$ cat config.mk
export PLATFORM = sky130hd
export DESIGN_NAME = dq_cell
export DESIGN_NICKNAME = d
export VERILOG_FILES = /design/src/hw/rtl/dq_pkg.sv /design/src/hw/rtl/dq_cell.sv
export SDC_FILE = /design/constraint.sdc
export NUM_CORES = 1
export LEC_CHECK = 0
export ABC_AREA = 1
export BUFFER_PORTS_ARGS = -buffer_cell sky130_fd_sc_hd__buf_4
export CAP_MARGIN = 20
export CORE_ASPECT_RATIO = 0.6
export CORE_UTILIZATION = 39
export CTS_BUF_LIST = sky130_fd_sc_hd__clkbuf_4 sky130_fd_sc_hd__clkbuf_8
export CTS_CLUSTER_SIZE = 30
export DETAILED_ROUTE_END_ITERATION = 7
export PLACE_DENSITY = 0.93
export SLEW_MARGIN = 20
export SYNTH_ARGS = -nofsm -noshare
export SYNTH_HDL_FRONTEND = slang
export SYNTH_SLANG_ARGS = --single-unit
export TNS_END_PERCENT = 1
$ cat constraint.sdc
create_clock -name clk -period 5.2 [get_ports clk]
set_clock_uncertainty 0.15 [all_clocks]
set_input_delay 1.04 -clock clk [delete_from_list [all_inputs] [get_ports clk]]
set_output_delay 1.04 -clock clk [all_outputs]
set_load 0.01 [all_outputs]
$ cat src/hw/rtl/dq_pkg.sv
// Shared types and codes for the double-ended queue.
package dq_pkg;

  // Operation codes carried in the kind field of an operation transaction.
  localparam logic [2:0] KIND_PUSH_FRONT = 3'd0;
  localparam logic [2:0] KIND_PUSH_BACK  = 3'd1;
  localparam logic [2:0] KIND_POP_FRONT  = 3'd2;
  localparam logic [2:0] KIND_POP_BACK   = 3'd3;
  localparam logic [2:0] KIND_PEEK_FRONT = 3'd4;
  localparam logic [2:0] KIND_PEEK_BACK  = 3'd5;
  localparam logic [2:0] KIND_CLEAR      = 3'd6;

  // Result status codes.
  localparam logic [1:0] STATUS_OK    = 2'd0;
  localparam logic [1:0] STATUS_EMPTY = 2'd1;
  localparam logic [1:0] STATUS_FULL  = 2'd2;

  localparam int unsigned FIELD_DW = 32;
  localparam int unsigned COUNT_W  = 7;

  typedef struct packed {
    logic [2:0]          kind;
    logic [FIELD_DW-1:0] push_data;
  } op_t;

  typedef struct packed {
    logic [FIELD_DW-1:0] read_data;
    logic [1:0]          status;
    logic [COUNT_W-1:0]  entry_count;
    logic                is_empty;
  } res_t;

  // Per-cycle command broadcast to every cell of the chain; at most one is set.
  typedef struct packed {
    logic push_front;
    logic push_back;
    logic pop_front;
    logic pop_back;
    logic clear_all;
  } cell_ctl_t;

endpackage

$ cat src/hw/rtl/dq_cell.sv
// One storage cell of the deque chain, holding one entry and its occupied flag.
module dq_cell #(
  parameter int unsigned DATA_WIDTH = 32
) (
  input  logic                  clk,
  input  logic                  rst,
  input  dq_pkg::cell_ctl_t     ctl,
  input  logic [DATA_WIDTH-1:0] push_data,
  input  logic [DATA_WIDTH-1:0] left_data,
  input  logic                  left_occ,
  input  logic [DATA_WIDTH-1:0] right_data,
  input  logic                  right_occ,
  output logic [DATA_WIDTH-1:0] data,
  output logic                  occ,
  output logic [DATA_WIDTH-1:0] tail_data
);

  // Entries stay packed toward the front, so the back entry is the last occupied cell.
  logic is_tail;

  assign is_tail   = occ && !right_occ;
  assign tail_data = is_tail ? data : '0;

  always_ff @(posedge clk) begin
    if (rst) begin
      occ <= 1'b0;
    end else begin
      priority if (ctl.clear_all) begin
        occ <= 1'b0;
      end else if (ctl.push_front) begin
        occ <= left_occ;
      end else if (ctl.pop_front) begin
        occ <= right_occ;
      end else if (ctl.push_back) begin
        if (!occ && left_occ) begin
          occ <= 1'b1;
        end
      end else if (ctl.pop_back) begin
        if (is_tail) begin
          occ <= 1'b0;
        end
      end else begin
        occ <= occ;
      end
    end
  end

  always_ff @(posedge clk) begin
    priority if (ctl.push_front) begin
      data <= left_data;
    end else if (ctl.pop_front) begin
      data <= right_data;
    end else if (ctl.push_back && !occ && left_occ) begin
      data <= push_data;
    end else begin
      data <= data;
    end
  end

endmodule

==> results of run 1 <==
-- metrics by stage --
step	setup WS (ns)	hold WS, ns	area (um2)
after global routing	1.89	0.476	3330
final	1.97	0.437	3330
after floorplan	1.20	0.406	1990
after CTS	1.63	0.429	3330
after detailed placement	1.63	0.420	3250
after global placement	1.63	0.387	3250
-- worst min-delay path: stages (launching register included) --
cell and delay [ns]:
sky130_fd_sc_hd__dfxtp_1 0.36, sky130_fd_sc_hd__a21oi_1 0.14, sky130_fd_sc_hd__nor2_1 0.05
-- layout by cell type, fill, tap and decap left out --
cell type                  count
sky130_fd_sc_hd__buf_4       169
sky130_fd_sc_hd__nand2_1      69
sky130_fd_sc_hd__nand3_1      69
sky130_fd_sc_hd__inv_1        36
sky130_fd_sc_hd__nor2_1       34
sky130_fd_sc_hd__edfxtp_1     32
sky130_fd_sc_hd__clkbuf_8      5
sky130_fd_sc_hd__nor2_8        1
sky130_fd_sc_hd__inv_2         1
sky130_fd_sc_hd__nand2_2       1
sky130_fd_sc_hd__o21ai_4       1
sky130_fd_sc_hd__a21oi_1       1
sky130_fd_sc_hd__or2_0         1
sky130_fd_sc_hd__clkbuf_4      1
sky130_fd_sc_hd__clkinv_1      1
sky130_fd_sc_hd__dfxtp_1       1
-- Yosys cell counts, drive strengths merged --
cell type,n,area (um2)
inv,37,139
a21oi,1,5.00
nand2,70,263
or2,1,6.26
nor2,35,148
nand3,69,345
clkbuf,2,7.51
dfxtp,1,20.0
o21ai,1,5.00
edfxtp,32,961
buf,15,87.6
-- metal layers --
layer	global-route usage, %	routed length, um
met5	0	0
met4	4.40	52
met3	9.73	673
met2	43.5	3360
met1	24.6	2430
-- logic make-up (layout without fill, tap and decap cells) --
| group | count (synthesis) | in the layout |
|---|---|---|
| DFF | 33 | 33 |
| and+or+nand+nor | 175 | 175 |
| buffers and inverters | 54 | 213 |
| AOI/OAI and AO/OA | 2 | 2 |
-- path summary, 6_finish.rpt --
path / from / slack (ns) / end / cells past startpoint
max: right_occ / 1.97 / tail_data[3] / 5
min: occ$_SDFFE_PP0P_ / 0.44 / occ$_SDFFE_PP0P_ / 2
max reg2reg: occ$_SDFFE_PP0P_ / 3.35 / data[17]$_DFFE_PP_ / 3
min reg2reg: occ$_SDFFE_PP0P_ / 0.44 / occ$_SDFFE_PP0P_ / 2
-- flip-flops by register name, summed over array words and instances, names as in the netlist --
register  flops
data         32
occ           1
-- cell type report --
type / count / share of cell area, %
Clock buffer: 6 / 2.29
Inverter: 37 / 4.17
Clock inverter: 1 / 0.113
Multi-Input combinational cell: 177 / 23.6
Sequential cell: 33 / 29.4
Tap cell: 63 / 2.36
Timing Repair Buffer: 169 / 38.1
-- where the power goes --
group / total [mW] / switching, mW / leakage, nW / internal (mW)
clock network: 0.178 / 0.0829 / 0.0421 / 0.0953
logic: 0.199 / 0.0918 / 1.39 / 0.107
registers: 0.341 / 0.0149 / 0.345 / 0.326
==> results.rst, run 1 <==
.. list-table::
   :header-rows: 1

   * - Metric
     - Value
   * - Result of the run
     - completed
   * - Number of buffers and inverters on the critical path
     - 3
   * - Antenna diode count
     - 0
   * - Hold Crit Class
     - reg -> reg
   * - Dominant delay contributor by cell family on the critical path
     - simple AND/OR/NAND/NOR gates
   * - Total wire length after detailed routing
     - approximately 6500 um
   * - Final Hold Fails
     - 0
   * - Yosys synthesis warning count
     - 0
   * - Sequential cell area
     - about 980 um2
   * - VDD IR max
     - approximately 200 uV
   * - Core occupancy in the finished layout
     - 70.5%
   * - Number of max-capacitance violations reported
     - 0
   * - Area delta synth->final
     - 67.8%
   * - Final period demand of the worst path
     - between 3 and 4 ns
   * - Placed instance count
     - 479
   * - Per-instance average area after synthesis
     - approximately 7.5 um2
   * - Data arrival time of the critical path
     - roughly 2 ns
   * - Placement row count
     - 19
   * - Simple-Gate Fraction of Synth Area
     - a little under two fifths
   * - Core area
     - 0.00473 mm2
   * - Antenna Violating Nets Remaining
     - 0
   * - Initial Util
     - between 40% and 50%
   * - Via count of the first global-routing pass
     - 2228
   * - Type of destination of the critical path
     - primary output
   * - Period utilisation layout
     - between 60% and 70%
   * - Highest fanout seen on the critical path
     - 32
   * - Length of the first detailed-routing pass in iterations
     - 4
   * - Routability congestion estimate from global placement
     - 0.821
   * - Worst slew pin tran
     - slightly above 1 ns
   * - Multiplexer share of the synthesized area
     - 0%
   * - Crit-path max cell delay
     - between 0.3 and 0.4 ns
   * - RSZ-0062 raised after global routing
     - no
   * - Total power
     - about 0.72 mW
   * - Root Buffer Master
     - sky130_fd_sc_hd__clkbuf_8
   * - Leakage power figure
     - about 1.8 nW
   * - Average routed wire per standard cell
     - around 13 um
   * - Distinct cells, synth
     - 14
   * - Count of buffers inserted at the top-level ports
     - between 150 and 200
   * - Initial antenna violation count
     - 0
   * - Final standard cell count with taps included and fillers excluded
     - ~490
   * - Crit path kind
     - in -> out
   * - Slowest CP cell
     - sky130_fd_sc_hd__nand2_2
   * - Area share of fa/ha/maj cells after synthesis
     - 0%
   * - Setup bufs post-CTS
     - 0
   * - Main combinational cell family by area after synthesis
     - simple AND/OR/NAND/NOR gates
   * - Sequential element share of the synthesized area
     - around half
   * - Setup Viol. Count Final
     - 0
   * - Number of top-level pins
     - 170
   * - Total congestion overflow
     - 0
   * - Xor-xnor portion of the synthesized cell area
     - 0%
   * - DIE AREA
     - 0.00539 mm2
   * - Post-synthesis cell count
     - about 260
   * - Required time reported for the critical path endpoint
     - ~4 ns
   * - Number of cells upsized or downsized after cts
     - 0
   * - Clock tree from TritonCTS
     - built
   * - Number of fill cells
     - 365
   * - Clock insertion delay at the later pin of the skew report
     - between 0.2 and 0.3 ns
   * - Cell occurring most often along the worst timing path
     - sky130_fd_sc_hd__buf_4
   * - Startpoint type of the worst setup path
     - primary input
   * - Total half-perimeter wirelength after legalization and detailed placement
     - 4750 um
   * - Relative slew margins
     - between 30% and 40%
   * - Maximum number of pins on one net before global-route repair
     - 36
   * - Chip width
     - between 90 and 100 um
   * - Sum of negative setup slack
     - 0 ns
   * - CTS H-tree lvls
     - 2
   * - Syn Std Cell Area
     - 0.00199 mm2
   * - Hold buffer count at cts
     - 0
   * - Max Slew Vio Count
     - 0
   * - Number of CTS-inserted buffers
     - 5
   * - TritonCTS Sinks
     - 33
   * - Net count of the finished layout
     - 528
   * - Vias per std cell
     - between 4 and 5
   * - Maximum frequency from static timing analysis
     - approximately 310 MHz
   * - Clock transition at the register clock pins on the worst setup and hold paths after CTS
     - ~0.060 ns
   * - Multi-input gate area
     - 786 um2
   * - All-Layer GR Usage
     - 23.2%
   * - Post-synth net total
     - 369
   * - Number of remaining DRC errors
     - 0
   * - CP Cell Sequence
     - buf_4 -> inv_1 -> nand2_2 -> nor2_1 -> buf_4
   * - Bufs on Longest Clock Path
     - 2
   * - Routed vias
     - about 2400
   * - Total power per unit cell area
     - 215 mW/mm2
   * - 1st-iter DRT viols
     - 57
   * - Proportion of layout cells with a drive suffix above 1
     - 42.3%
   * - Global-route wire length before repair
     - slightly below 10000 um
   * - Die height
     - about 57 um
   * - Synthesized-area fraction occupied by ao, oa, aoi and oai cells
     - 0.504%
   * - Total of flip-flops plus latches after synthesis
     - 33
Note: power is estimated with default switching activity, not from simulation.
==> run 2: changes to the inputs <==
clock period = 3.3 ns   (was 5.2 ns; I/O delays follow)
==> results.rst, run 2 (synthesis gave the netlist of run 1 again) <==
.. list-table::
   :header-rows: 1

   * - Metric
     - Value
   * - Core occupancy in the finished layout
     - a little under three quarters
   * - Vias per std cell
     - a little under 5
   * - Top library cells by usage in the layout, fill and taps aside
     - 170 x sky130_fd_sc_hd__buf_4, 70 x sky130_fd_sc_hd__nand2_1, 69 x sky130_fd_sc_hd__nand3_1
   * - Startpoint type of the worst setup path
     - primary input
   * - Register ranked first by flip-flop count
     - data
   * - Worst Hold Launch
     - occ$_SDFFE_PP0P_
   * - Worst hold path cell count
     - 2
   * - Final Hold Fails
     - 0
   * - Sum of negative setup slack
     - 0 ns
   * - All-Layer GR Usage
     - about 24%
   * - Routed vias
     - ~2400
   * - Setup Viol. Count Final
     - 0
   * - Total wire length after detailed routing
     - roughly 6500 um
   * - Result of the run
     - completed
   * - Die height
     - roughly 57 um
   * - Highest fanout seen on the critical path
     - 28
   * - Worst hold slack
     - 0.425 ns
   * - Average routed wire per standard cell
     - about 13 um
   * - Type of destination of the critical path
     - primary output
   * - Destination of the worst hold path
     - occ$_SDFFE_PP0P_
   * - Clock transition at the register clock pins on the worst setup and hold paths after CTS
     - ~0.06 ns
   * - Via count of the first global-routing pass
     - 2261
   * - Largest registers in the final layout
     - data: 32 flops, occ: 1 flops
   * - TritonCTS Sinks
     - 33
   * - Count of buffers inserted at the top-level ports
     - ~170
   * - Total half-perimeter wirelength after legalization and detailed placement
     - 4790 um
   * - Root Buffer Master
     - sky130_fd_sc_hd__clkbuf_8
   * - Origin of the critical flop-to-flop path
     - occ$_SDFFE_PP0P_
   * - Leakage power figure
     - around 1.8 nW
   * - Final design instance area without fill
     - approximately 0.0034 mm2
   * - Crit path kind
     - in -> out
   * - Proportion of layout cells with a drive suffix above 1
     - a little over two fifths
   * - Hold Crit Class
     - reg -> reg
   * - Total power per unit cell area
     - ~360 mW/mm2
   * - Chip width
     - 94.1 um
   * - Area delta synth->final
     - 69.5%
   * - Setup bufs post-CTS
     - 0
   * - Net count of the finished layout
     - 529
   * - Max FFs per register
     - 32
   * - Number of top-level pins
     - 170
   * - VDD IR max
     - around 210 uV
   * - Final period demand of the worst path
     - between 2 and 2.5 ns
   * - Most common cell after layout, fill and taps aside
     - sky130_fd_sc_hd__buf_4
   * - Number of cells upsized or downsized after cts
     - 0
   * - Area post-placement
     - 0.00326 mm2
   * - Worst slew pin tran
     - ~1.0 ns
   * - 1st-iter DRT viols
     - 97
   * - Clock tree from TritonCTS
     - built
   * - Core area
     - 0.00473 mm2
   * - Maximum frequency from static timing analysis
     - between 400 and 500 MHz
   * - Initial antenna violation count
     - 0
   * - DIE AREA
     - 0.00539 mm2
   * - Antenna Violating Nets Remaining
     - 0
   * - Required time reported for the critical path endpoint
     - between 2 and 2.5 ns
   * - Hold buffer count at cts
     - 0
   * - Global-route wire length before repair
     - approximately 10000 um
   * - Maximum number of pins on one net before global-route repair
     - 36
   * - Period utilisation layout
     - 70.2%
   * - Placement row count
     - 19
   * - Number of CTS-inserted buffers
     - 5
   * - Max Slew Vio Count
     - 0
   * - Antenna diode count
     - 0
   * - Data arrival time of the critical path
     - 1.51 ns
   * - Number of max-capacitance violations reported
     - 0
   * - Initial Util
     - a little over two fifths
   * - RSZ-0062 raised after global routing
     - no
   * - Crit Reg-Reg Endpoint
     - data[15]$_DFFE_PP_
   * - Relative slew margins
     - between 30% and 40%
   * - Number of remaining DRC errors
     - 0
   * - Routability congestion estimate from global placement
     - 0.769
   * - FF-to-FF setup slack
     - 1.44 ns
   * - Number of cell instances on the worst register-to-register path
     - 3
   * - Length of the first detailed-routing pass in iterations
     - 4
   * - Clock insertion delay at the later pin of the skew report
     - between 0.2 and 0.3 ns
   * - CTS H-tree lvls
     - 2
   * - Total congestion overflow
     - 0
   * - Bufs on Longest Clock Path
     - 2
run 2: changes by cell type in the layout (fill, tap and decap cells not counted):
cell                        previous run  this run
sky130_fd_sc_hd__nand2_2               1         0
sky130_fd_sc_hd__bufinv_16             0         1
sky130_fd_sc_hd__buf_4               169       170
sky130_fd_sc_hd__nand2_1              69        70
run 2: critical path: stages:
cell,delay (ns)
sky130_fd_sc_hd__buf_4,0.08
sky130_fd_sc_hd__inv_1,0.04
sky130_fd_sc_hd__nand2_1,0.13
sky130_fd_sc_hd__buf_4,0.33
sky130_fd_sc_hd__nor2_1,0.10
sky130_fd_sc_hd__buf_4,0.16
run 2: metal layers:
layer  routed length, um  GRT usage, %
met5                   0             0
met4                  23          5.27
met3                 551          6.80
met2                3480          48.6
met1                2470          25.4
run 2: stage by stage:
step           worst slack (ns)  std cells  total power, mW
5_1_grt                   0.924        488             1.28
6_report                  0.985        488             1.22
2_1_floorplan             0.548        264            0.666
4_1_cts                   0.989        488             1.23
3_5_place_dp              0.949        480            0.861
3_3_place_gp              0.947        480            0.850
run 2: layout make-up:
class,count,area (um2)
inverter,37,139
clock inverter,2,33.8
timing repair buffer,170,1280
multi-input combinational,177,783
sequential,33,981
clock buffer,6,76.3
tap,63,78.8
fill,373,1360
run 2: power by group:
part	switching (mW)	total [mW]	internal (mW)
combinational	0.144	0.313	0.170
sequential	0.0241	0.537	0.513
clock	0.140	0.371	0.231
total	0.308	1.22	0.914
run 2: worst max-delay path by stage:
| stage | startpoint | end | slack, ns | cells after the start |
|---|---|---|---|---|
| 3_5_place_dp | ctl[2] | data[8]$_DFFE_PP_ | 0.95 | 3 |
| 4_1_cts | right_occ | tail_data[7] | 0.99 | 6 |
| 3_3_place_gp | ctl[2] | data[8]$_DFFE_PP_ | 0.95 | 3 |
| 2_1_floorplan | left_occ | data[0]$_DFFE_PP_ | 0.55 | 2 |
| 5_1_grt | right_occ | tail_data[7] | 0.92 | 6 |
| 6_report | right_occ | tail_data[7] | 0.98 | 6 |
==> run 3: changes to the inputs <==
clock period = 2.2 ns   (was 3.3 ns; I/O delays follow)
==> results.rst, run 3 (synthesis gave the netlist of run 1 again) <==
.. list-table::
   :header-rows: 1

   * - Metric
     - Value
   * - Result of the run
     - completed
   * - Proportion of layout cells with a drive suffix above 1
     - 43.0%
   * - Worst setup slack after placement
     - roughly 0.24 ns
   * - Count of buffers inserted at the top-level ports
     - about 170
   * - Register ranked first by flip-flop count
     - data
   * - Final design instance area without fill
     - between 0.003 and 0.004 mm2
   * - Antenna Violating Nets Remaining
     - 0
   * - Chip width
     - between 90 and 100 um
   * - Routability congestion estimate from global placement
     - around 0.86
   * - Highest fanout seen on the critical path
     - 20
   * - Vias per std cell
     - roughly 4.8
   * - 1st-iter DRT viols
     - 89
   * - Antenna diode count
     - 0
   * - TritonCTS Sinks
     - 33
   * - Length of the first detailed-routing pass in iterations
     - 4
   * - Sum of negative setup slack
     - 0 ns
   * - Placement row count
     - 19
   * - CTS H-tree lvls
     - 2
   * - Total power per unit cell area
     - about 540 mW/mm2
   * - Required time reported for the critical path endpoint
     - around 1.6 ns
   * - Clock tree from TritonCTS
     - built
   * - Clock transition at the register clock pins on the worst setup and hold paths after CTS
     - 0.06 ns
   * - Number of max-capacitance violations reported
     - 0
   * - Final Hold Fails
     - 0
   * - Relative slew margins
     - between 30% and 40%
   * - Leakage power figure
     - 1.82 nW
   * - Root Buffer Master
     - sky130_fd_sc_hd__clkbuf_8
   * - Max FFs per register
     - 32
   * - Data arrival time of the critical path
     - between 1 and 1.5 ns
   * - Net count of the finished layout
     - ~530
   * - Total half-perimeter wirelength after legalization and detailed placement
     - 4900 um
   * - DIE AREA
     - 0.00539 mm2
   * - Number of top-level pins
     - 170
   * - Number of CTS-inserted buffers
     - 5
   * - Top library cells by usage in the layout, fill and taps aside
     - 175 x sky130_fd_sc_hd__buf_4, 70 x sky130_fd_sc_hd__nand2_1, 69 x sky130_fd_sc_hd__nand3_1
   * - Total wire length after detailed routing
     - 6470 um
   * - Period utilisation layout
     - between 80 and 90%
   * - Setup bufs post-CTS
     - 0
   * - Routed vias
     - between 2000 and 2500
   * - Clock insertion delay at the later pin of the skew report
     - around 0.27 ns
   * - Number of remaining DRC errors
     - 0
   * - Worst slew pin tran
     - between 0.9 and 1 ns
   * - Average routed wire per standard cell
     - ~13 um
   * - Hold Crit Class
     - in -> reg
   * - VDD IR max
     - 305 uV
   * - Bufs on Longest Clock Path
     - 2
   * - Hold buffer count at cts
     - 0
   * - RSZ-0062 raised after global routing
     - no
   * - Global-route wire length before repair
     - 9810 um
   * - Most common cell after layout, fill and taps aside
     - sky130_fd_sc_hd__buf_4
   * - Setup Viol. Count Final
     - 0
   * - Area post-placement
     - approximately 0.0033 mm2
   * - Area delta synth->final
     - 71.4%
   * - Maximum number of pins on one net before global-route repair
     - 35
   * - All-Layer GR Usage
     - between 20% and 30%
   * - Total power
     - around 1.8 mW
   * - Number of cells upsized or downsized after cts
     - 0
   * - Total congestion overflow
     - 0
   * - Type of destination of the critical path
     - primary output
   * - Max Slew Vio Count
     - 0
   * - Maximum frequency from static timing analysis
     - about 540 MHz
   * - Final period demand of the worst path
     - around 1.9 ns
   * - Initial antenna violation count
     - 0
   * - Core area
     - 0.00473 mm2
   * - Initial Util
     - about two fifths
   * - Crit path kind
     - reg -> out
   * - Largest registers in the final layout
     - data: 32 flops, occ: 1 flops
   * - Core occupancy in the finished layout
     - a little under three quarters
   * - Via count of the first global-routing pass
     - 2218
   * - Die height
     - approximately 57 um
   * - Startpoint type of the worst setup path
     - register
   * - Minimum setup slack in the final design
     - 0.348 ns
## run 3: cell count changes in the layout (fill, tap and decap cells not counted)
cell                    previous run  this run
sky130_fd_sc_hd__buf_4           170       175
## run 3: layout make-up
class	instances	area, um2
multi-input cells	177	783
clock inverters	2	33.8
inverters	37	139
flip-flops and latches	33	981
clock buffers	6	76.3
well taps	63	78.8
fillers	370	1330
repair buffers	175	1310
## run 3: per-layer routing
layer | wire (um) | share of wire (%) | track usage (%)
met2 | 3300 | 51 | 43.1
met5 | 0 | 0 | 0
met1 | 2520 | 39 | 28.3
met3 | 613 | 9.5 | 6.80
met4 | 45 | 0.70 | 5.71
## run 3: metrics by stage
| step | cells | hold slack, ns |
|---|---|---|
| floorplan | 264 | 0.406 |
| global placement | 485 | 0.387 |
| detailed placement | 485 | 0.440 |
| CTS | 493 | 0.252 |
| global route | 493 | 0.262 |
| finish | 493 | 0.262 |
## run 3: worst paths after layout
path                                        from                end  slack (ns)  cells after the start
worst min register to register  occ$_SDFFE_PP0P_   occ$_SDFFE_PP0P_        0.46                      2
worst max-delay path            occ$_SDFFE_PP0P_      tail_data[15]        0.35                      4
worst max register to register  occ$_SDFFE_PP0P_  data[2]$_DFFE_PP_        0.40                      3
worst min-delay path                         rst   occ$_SDFFE_PP0P_        0.26                      4
## run 3: critical path, cell delays in order (launching register included)
cell                      delay [ns]
sky130_fd_sc_hd__dfxtp_1        0.40
sky130_fd_sc_hd__nand2_1        0.10
sky130_fd_sc_hd__buf_4          0.21
sky130_fd_sc_hd__nor2_1         0.14
sky130_fd_sc_hd__buf_4          0.14
## run 3: power breakdown
| group | leakage (nW) | internal [mW] | switching [mW] | total [mW] |
|---|---|---|---|---|
| Clock | 0.0563 | 0.346 | 0.207 | 0.553 |
| Sequential | 0.345 | 0.770 | 0.0376 | 0.808 |
| Combinational | 1.42 | 0.260 | 0.217 | 0.477 |
| Total | 1.82 | 1.38 | 0.461 | 1.84 |
